$ cat config.mk
export PLATFORM = sky130hd
export DESIGN_NAME = iir_biquad_direct_form_one_unit
export DESIGN_NICKNAME = d
export VERILOG_FILES = /design/src/hw/rtl/iir_df1_pkg.sv /design/src/hw/rtl/iir_biquad_direct_form_one_unit.sv
export VERILOG_INCLUDE_DIRS = /design/src /design/src/hw/rtl
export SDC_FILE = /design/constraint.sdc
export NUM_CORES = 2
export LEC_CHECK = 0
export BUFFER_PORTS_ARGS = -buffer_cell sky130_fd_sc_hd__buf_2
export CAP_MARGIN = 20
export CORE_MARGIN = 3
export CORE_UTILIZATION = 65
export DETAILED_ROUTE_END_ITERATION = 16
export PLACE_DENSITY = 0.82
export SLEW_MARGIN = 20
export SYNTH_ARGS = -nofsm -noshare
export SYNTH_HDL_FRONTEND = slang
export SYNTH_SLANG_ARGS = --single-unit
export TNS_END_PERCENT = 20
$ cat constraint.sdc
create_clock -name clk -period 24.2 [get_ports clk]
set_input_delay 4.84 -clock clk [delete_from_list [all_inputs] [get_ports clk]]
set_output_delay 4.84 -clock clk [all_outputs]
set_load 0.01 [all_outputs]
$ cat src/hw/rtl/assert_macros.svh
// Assertion macros shared by the RTL. Define ASSERT_OFF to compile them away.
`ifndef ASSERT_MACROS_SVH
`define ASSERT_MACROS_SVH
`ifndef ASSERT_OFF
// Expression must hold at every clock edge out of reset
`define ASSERT_ALWAYS(label, clk, rst, expr) \
  label: assert property (@(posedge clk) disable iff (rst) (expr)) \
    else $error("assertion failed");
// Antecedent implies consequent in the same cycle
`define ASSERT_IMPL(label, clk, rst, ante, cons) \
  label: assert property (@(posedge clk) disable iff (rst) (ante) |-> (cons)) \
    else $error("assertion failed");
// Antecedent implies consequent in the next cycle
`define ASSERT_NEXT(label, clk, rst, ante, cons) \
  label: assert property (@(posedge clk) disable iff (rst) (ante) |=> (cons)) \
    else $error("assertion failed");
`else
`define ASSERT_ALWAYS(label, clk, rst, expr)
`define ASSERT_IMPL(label, clk, rst, ante, cons)
`define ASSERT_NEXT(label, clk, rst, ante, cons)
`endif
`endif

$ cat src/hw/rtl/iir_df1_pkg.sv
// ----------------------------------------------------------------------------
// iir_df1_pkg
// Types and constants of the direct form I biquad: beat structs, register
// indexes, coefficient reset values and the sequencer states.
// ----------------------------------------------------------------------------
`timescale 1ns / 1ps

package iir_df1_pkg;

  localparam int SAMPLE_W = 16;
  localparam int COEF_W   = 24;
  localparam int FRAC_W   = 20;
  localparam int PROD_W   = SAMPLE_W + COEF_W;
  // Five products plus rounding bias need three guard bits
  localparam int ACC_W    = PROD_W + 3;
  localparam int INDEX_W  = 3;
  localparam int STEP_W   = 3;

  // Register indexes on the configuration port
  localparam logic [INDEX_W-1:0] REG_B0 = 3'd0;
  localparam logic [INDEX_W-1:0] REG_B1 = 3'd1;
  localparam logic [INDEX_W-1:0] REG_B2 = 3'd2;
  localparam logic [INDEX_W-1:0] REG_A1 = 3'd3;
  localparam logic [INDEX_W-1:0] REG_A2 = 3'd4;

  // Coefficient reset values, Q4.20
  localparam logic signed [COEF_W-1:0] B0_RESET = 24'sd1048576;
  localparam logic signed [COEF_W-1:0] COEF_ZERO = '0;

  // Multiply-accumulate order: tap by tap, feedforward and feedback interleaved
  localparam logic [STEP_W-1:0] STEP_B0 = 3'd0;
  localparam logic [STEP_W-1:0] STEP_A1 = 3'd1;
  localparam logic [STEP_W-1:0] STEP_B1 = 3'd2;
  localparam logic [STEP_W-1:0] STEP_A2 = 3'd3;
  localparam logic [STEP_W-1:0] STEP_B2 = 3'd4;

  // Round half up: bias of one half LSB of the output
  localparam logic signed [ACC_W-1:0] ROUND_BIAS = 43'sd524288;

  localparam logic signed [SAMPLE_W-1:0] SAMPLE_MAX = 16'sd32767;
  localparam logic signed [SAMPLE_W-1:0] SAMPLE_MIN = -16'sd32768;

  localparam logic ACTION_FILTER = 1'b0;
  localparam logic ACTION_CLEAR  = 1'b1;

  typedef struct packed {
    logic                       action;
    logic signed [SAMPLE_W-1:0] sample_in;
  } in_item_t;

  typedef struct packed {
    logic signed [SAMPLE_W-1:0] sample_out;
    logic                       saturated;
  } out_item_t;

  typedef enum logic [1:0] {
    ST_IDLE,
    ST_MAC,
    ST_DRAIN,
    ST_ROUND
  } state_t;

endpackage

$ cat src/hw/rtl/iir_biquad_direct_form_one_unit.sv
// ----------------------------------------------------------------------------
// iir_biquad_direct_form_one_unit
// Direct form I IIR filter with one shared multiply-accumulate unit.
// ----------------------------------------------------------------------------
// Each filter beat is accepted in the idle state, then runs one multiply per tap
// on the single 24x16 multiplier, adds the last product in the drain state, and
// rounds and saturates in the round state, which waits for the output register
// to be free. The input is not ready again until the result has been loaded
// into the output register, which holds it until taken. A clear beat zeroes the
// histories and gives no result. Coefficients are signed Q4.20; the user must
// write them only while the filter is idle, as the block does not enforce it.
`timescale 1ns / 1ps
`include "assert_macros.svh"

module iir_biquad_direct_form_one_unit #(
  parameter int FEEDFORWARD_TAPS = 3
) (
  input  logic                                clk,
  input  logic                                rst,
  input  logic                                in_valid,
  output logic                                in_ready,
  input  iir_df1_pkg::in_item_t               in_data,
  output logic                                out_valid,
  input  logic                                out_ready,
  output iir_df1_pkg::out_item_t              out_data,
  input  logic                                cfg_en,
  input  logic [iir_df1_pkg::INDEX_W-1:0]     cfg_index,
  input  logic [iir_df1_pkg::COEF_W-1:0]      cfg_data
);

  localparam int N_STEPS = 2 * FEEDFORWARD_TAPS - 1;
  localparam logic [iir_df1_pkg::STEP_W-1:0] LAST_STEP =
    iir_df1_pkg::STEP_W'(N_STEPS - 1);

  // Coefficients
  logic signed [iir_df1_pkg::COEF_W-1:0] coef_b0, coef_b1, coef_b2, coef_a1, coef_a2;

  // Histories and current sample
  logic signed [iir_df1_pkg::SAMPLE_W-1:0] x_cur;
  logic signed [iir_df1_pkg::SAMPLE_W-1:0] hx [2];
  logic signed [iir_df1_pkg::SAMPLE_W-1:0] hy [2];

  // Sequencer and datapath
  iir_df1_pkg::state_t                     state, state_next;
  logic [iir_df1_pkg::STEP_W-1:0]          step;
  logic signed [iir_df1_pkg::COEF_W-1:0]   coef_sel;
  logic signed [iir_df1_pkg::SAMPLE_W-1:0] samp_sel;
  logic                                    sub_sel;
  logic signed [iir_df1_pkg::PROD_W-1:0]   mult;
  logic signed [iir_df1_pkg::PROD_W-1:0]   prod;
  logic                                    prod_sub;
  logic                                    prod_vld;
  logic signed [iir_df1_pkg::ACC_W-1:0]    acc;

  logic in_fire, filter_fire, clear_fire;
  logic mac_en, drain_en, round_en, out_free;

  logic signed [iir_df1_pkg::SAMPLE_W-1:0] res_val;
  logic                                    res_sat;
  logic                                    over_range;

  assign in_fire     = in_valid && in_ready;
  assign filter_fire = in_fire && (in_data.action == iir_df1_pkg::ACTION_FILTER);
  assign clear_fire  = in_fire && (in_data.action == iir_df1_pkg::ACTION_CLEAR);
  assign out_free    = !out_valid || out_ready;

  // Write coefficients
  always_ff @(posedge clk) begin
    if (rst) begin
      coef_b0 <= iir_df1_pkg::B0_RESET;
      coef_b1 <= iir_df1_pkg::COEF_ZERO;
      coef_b2 <= iir_df1_pkg::COEF_ZERO;
      coef_a1 <= iir_df1_pkg::COEF_ZERO;
      coef_a2 <= iir_df1_pkg::COEF_ZERO;
    end else if (cfg_en) begin
      case (cfg_index)
        iir_df1_pkg::REG_B0: coef_b0 <= cfg_data;
        iir_df1_pkg::REG_B1: coef_b1 <= cfg_data;
        iir_df1_pkg::REG_B2: coef_b2 <= cfg_data;
        iir_df1_pkg::REG_A1: coef_a1 <= cfg_data;
        iir_df1_pkg::REG_A2: coef_a2 <= cfg_data;
        default: ;
      endcase
    end
  end

  // Next state
  always_comb begin
    state_next = state;
    case (state)
      iir_df1_pkg::ST_IDLE:  if (filter_fire) state_next = iir_df1_pkg::ST_MAC;
      iir_df1_pkg::ST_MAC:   if (step == LAST_STEP) state_next = iir_df1_pkg::ST_DRAIN;
      iir_df1_pkg::ST_DRAIN: state_next = iir_df1_pkg::ST_ROUND;
      iir_df1_pkg::ST_ROUND: if (out_free) state_next = iir_df1_pkg::ST_IDLE;
      default:               state_next = iir_df1_pkg::ST_IDLE;
    endcase
  end

  // Sequencer outputs
  always_comb begin
    in_ready = 1'b0;
    mac_en   = 1'b0;
    drain_en = 1'b0;
    round_en = 1'b0;
    case (state)
      iir_df1_pkg::ST_IDLE:  in_ready = 1'b1;
      iir_df1_pkg::ST_MAC:   mac_en   = 1'b1;
      iir_df1_pkg::ST_DRAIN: drain_en = 1'b1;
      iir_df1_pkg::ST_ROUND: round_en = out_free;
      default: ;
    endcase
  end

  always_ff @(posedge clk) begin
    if (rst) begin
      state <= iir_df1_pkg::ST_IDLE;
    end else begin
      state <= state_next;
    end
  end

  // Advance the tap counter
  always_ff @(posedge clk) begin
    if (rst) begin
      step <= iir_df1_pkg::STEP_B0;
    end else if (filter_fire) begin
      step <= iir_df1_pkg::STEP_B0;
    end else if (mac_en) begin
      step <= step + 1'b1;
    end
  end

  // Select coefficient and operand for this step
  always_comb begin
    coef_sel = iir_df1_pkg::COEF_ZERO;
    samp_sel = x_cur;
    sub_sel  = 1'b0;
    case (step)
      iir_df1_pkg::STEP_B0: begin
        coef_sel = coef_b0;
        samp_sel = x_cur;
      end
      iir_df1_pkg::STEP_A1: begin
        coef_sel = coef_a1;
        samp_sel = hy[0];
        sub_sel  = 1'b1;
      end
      iir_df1_pkg::STEP_B1: begin
        coef_sel = coef_b1;
        samp_sel = hx[0];
      end
      iir_df1_pkg::STEP_A2: begin
        coef_sel = coef_a2;
        samp_sel = hy[1];
        sub_sel  = 1'b1;
      end
      iir_df1_pkg::STEP_B2: begin
        coef_sel = coef_b2;
        samp_sel = hx[1];
      end
      default: ;
    endcase
  end

  assign mult = coef_sel * samp_sel;

  // Register each product, then fold it into the accumulator
  always_ff @(posedge clk) begin
    if (rst) begin
      prod_vld <= 1'b0;
    end else begin
      prod_vld <= mac_en;
    end
  end

  always_ff @(posedge clk) begin
    prod     <= mult;
    prod_sub <= sub_sel;
    if (filter_fire) begin
      acc <= iir_df1_pkg::ROUND_BIAS;
    end else if (prod_vld && (mac_en || drain_en)) begin
      if (prod_sub) begin
        acc <= acc - iir_df1_pkg::ACC_W'(prod);
      end else begin
        acc <= acc + iir_df1_pkg::ACC_W'(prod);
      end
    end
  end

  // Round (bias already in) and saturate
  assign over_range = (acc[iir_df1_pkg::ACC_W-1:iir_df1_pkg::FRAC_W+iir_df1_pkg::SAMPLE_W-1]
                       != {(iir_df1_pkg::ACC_W-iir_df1_pkg::FRAC_W-iir_df1_pkg::SAMPLE_W+1)
                           {acc[iir_df1_pkg::FRAC_W+iir_df1_pkg::SAMPLE_W-1]}});

  always_comb begin
    res_sat = over_range;
    if (!over_range) begin
      res_val = acc[iir_df1_pkg::FRAC_W+iir_df1_pkg::SAMPLE_W-1:iir_df1_pkg::FRAC_W];
    end else if (acc[iir_df1_pkg::ACC_W-1]) begin
      res_val = iir_df1_pkg::SAMPLE_MIN;
    end else begin
      res_val = iir_df1_pkg::SAMPLE_MAX;
    end
  end

  // Latch the new sample; shift or clear the histories
  always_ff @(posedge clk) begin
    if (rst) begin
      hx[0] <= '0;
      hx[1] <= '0;
      hy[0] <= '0;
      hy[1] <= '0;
    end else if (clear_fire) begin
      hx[0] <= '0;
      hx[1] <= '0;
      hy[0] <= '0;
      hy[1] <= '0;
    end else if (round_en) begin
      hx[1] <= hx[0];
      hx[0] <= x_cur;
      hy[1] <= hy[0];
      hy[0] <= res_val;
    end
  end

  always_ff @(posedge clk) begin
    if (filter_fire) begin
      x_cur <= in_data.sample_in;
    end
  end

  // Output register: load on round, drop once the beat is taken
  always_ff @(posedge clk) begin
    if (rst) begin
      out_valid <= 1'b0;
    end else if (round_en) begin
      out_valid <= 1'b1;
    end else if (out_ready) begin
      out_valid <= 1'b0;
    end
  end

  always_ff @(posedge clk) begin
    if (round_en) begin
      out_data.sample_out <= res_val;
      out_data.saturated  <= res_sat;
    end
  end

  // Checks
  `ASSERT_NEXT(a_filter_starts, clk, rst, filter_fire, (state == iir_df1_pkg::ST_MAC) && (acc == iir_df1_pkg::ROUND_BIAS) && (step == iir_df1_pkg::STEP_B0))
  `ASSERT_NEXT(a_last_tap_drains, clk, rst, (state == iir_df1_pkg::ST_MAC) && (step == LAST_STEP), (state == iir_df1_pkg::ST_DRAIN) && prod_vld)
  `ASSERT_NEXT(a_clear_zeroes, clk, rst, clear_fire, (hx[0] == '0) && (hx[1] == '0) && (hy[0] == '0) && (hy[1] == '0) && (state == iir_df1_pkg::ST_IDLE))
  `ASSERT_IMPL(a_sat_clamped, clk, rst, out_valid && out_data.saturated, (out_data.sample_out == iir_df1_pkg::SAMPLE_MAX) || (out_data.sample_out == iir_df1_pkg::SAMPLE_MIN))

endmodule
==> metrics.txt <==
io pins=68; M1 GR Usage=45.3%; Crit. End Element=register; R2R Path End=prod[33]; DR vias/cell=6.08; post_cts resized=0; Seq/Total Area, Yosys=25.2%; root buf cell=clkbuf_16; H-tree levels=2; CP Class=reg2reg; Die Span X=215 µm; Iteration-0 DRC Markers=2983; Final #Nets=3811; r2r worst-path depth=29; share of post-route cells with drive strength above 1=6.62%; CP delay by family, top=adder cells; crit path max fanout=23; CTS tree=done; Levels on crit path=29; first-pass GRT wire length=128000 µm; die footprint=0.0460 mm²; met3 Use GR=6.14%; Tmin final=9.11 ns; reg-to-reg setup timing slack=15.09 ns; Clock Pin Slew Worst Setup and Hold Paths=0.06 ns; reg-to-reg critical path startpoint=step[2]; critical path endpoint=prod[33]; Max-slew headroom=21.6%; Initial Util=66.6%; Max clock buf depth=3; launching element type of the critical path=register; Port Buffers=67; Syn-to-layout area delta=7.41%; clock latency on the worst-skew pair=0.56 ns; Max Cap Violations=0; std cell rows=75; Clock Sinks=308; Final setup viols=0; Post-Syn Nets=3810; synth unique cells=75; postcts setup bufs=0; largest net degree at the start of global routing=100; Hold Fails Final Rpt=0; GR Overflow Total=0; DR DRC count=0; TritonCTS Buffers=34; vias in the first global route=24.2k; met2 usage=56.4%; most common cell after layout, fill and taps aside=nand2_1; mean post-synth cell area=8.74 µm²; CP Buf/Inv Count=6; ys flop type=dfxtp_1; Most Frequent Cell on Critical Path=fa_1; drt first pass iters=8; Syn Inst Count=3236; synthesis warning total=0; total track usage=34.8%; initial antenna violation count=3; Crit-path slowest cell=dfxtp_1; Max Fclk=0.110 GHz; Die Span Y=215 µm; Mapped Area=0.0283 mm²; Critical Path RT=24.68 ns; CP arrival=9.59 ns; max-slew violations=0; CORE AREA=0.0424 mm²; routed vias=23.4k; worst-margin pin slew=1.16 ns; post-DP HPWL=59700 µm; EDFF count, synth=97; placer's final routability congestion estimate=0.967; HP Class=reg2reg; RSZ-0062 raised after global routing=false; Filler cells=3161; post-route ant nets=0; Async SR Flop Fraction=0%; status=completed; GRT Max-Usage Layer=met2; DR WL/cell=20.7 µm; commonest non-fill, non-tap cells in the layout=nand2_1, inv_1, fa_1; fin area=0.0304 mm²; Seq cells post-synth=308; hold_buf cts=0; Total Wirelength=79500 µm; Setup TNS Final=0 ns; final worst-path cycle share=37.6%; Worst Skew=0.0254 ns; placed inst area=0.0291 mm²; Crit path largest cell delay=0.78 ns; Critical path origin=step[2]
-- per-stage QoR --
step                utilization (%)  hold slack, ns  setup WS (ns)  cells
global placement               68.6           0.441          15.47   3775
CTS                            71.4           0.456          15.17   3839
global route                   71.6           0.466          14.65   3842
detailed placement             68.7           0.448          15.27   3777
floorplan                         -           0.436          16.49   3236
finish                         71.6           0.455          15.09   3844
-- worst register-to-register path: cells and delay by family, from the launching register on --
kind            cells  cell delay, ns
fa+ha+maj           8            3.96
compound gates     11            2.98
flops               1            0.78
buf+inv             6            0.71
simple gates        3            0.49
xor+xnor            1            0.12
-- sequential cells by signal, summed over array words and instances (netlist names) --
signal	cells
hx	32
coef_b2	24
state	2
step	3
x_cur	16
coef_b1	24
out_valid	1
out_data	17
coef_a2	24
hy	32
prod	40
acc	43
coef_b0	24
coef_a1	24
prod_sub	1
prod_vld	1
-- worst min path at each step --
stage                      startpoint           to  slack (ns)  depth (start not counted)
after global routing       coef_b0[7]   coef_b0[7]        0.47                          2
after CTS                 coef_b2[11]  coef_b2[11]        0.46                          2
after floorplan           coef_a1[14]  coef_a1[14]        0.44                          2
final                         acc[16]      acc[16]        0.46                          2
after detailed placement   coef_a1[2]   coef_a1[2]        0.45                          2
after global placement    coef_b1[23]  coef_b1[23]        0.44                          2
-- metal layers --
| metal | vias up | part of all wire [%] |
|---|---|---|
| met5 | - | 0 |
| met4 | 0 | 5.8 |
| met3 | 286 | 9.9 |
| met2 | 1302 | 47 |
| met1 | 11400 | 38 |
| li1 | 10400 | - |
-- kinds of logic (layout without fill, tap and decap cells) --
group / count (synthesis) / after routing / share of synthesized area [%]
flip-flops: 308 / 308 / 25.2
AND/OR/NAND/NOR: 1133 / 1133 / 17.5
XOR/XNOR: 113 / 113 / 3.50
adder cells (fa/ha/maj): 525 / 525 / 33.2
multiplexers: 3 / 3 / 0.106
other: 0 / 4 / 0
buffers and inverters: 613 / 640 / 8.15
AO/OA/AOI/OAI: 541 / 541 / 12.2
-- Yosys cell counts (17+ instances only) --
cell type	instances	area, µm²
nand2_1	564	2120
a222oi_1	17	170
clkbuf_1	130	488
nand2b_1	26	163
dfxtp_1	211	4220
xor2_1	19	166
nand3_1	28	140
a21oi_1	237	1190
edfxtp_1	97	2910
nor2_1	300	1130
fa_1	376	7530
a21o_1	40	300
xnor2_1	94	823
ha_1	149	1860
a31oi_1	18	113
nor3_1	23	115
nor2b_1	22	138
inv_1	472	1770
a22oi_1	51	383
o21ai_0	56	280
and2_1	86	538
nand4_1	25	156
-- cell type report --
type                    instances  area (µm²)  share of cell area, %
multi-input cells            2315       18900                   62.3
flip-flops and latches        308        7140                   23.5
well taps                     577         722                   2.38
diodes                          4        10.0                 0.0330
clock buffers                  47         960                   3.16
clock inverters                15         211                  0.696
inverters                     473        1780                   5.85
repair buffers                105         646                   2.13
Power is not shown: default switching activity piles up to over one toggle a cycle in this logic, so the estimate is an artifact.
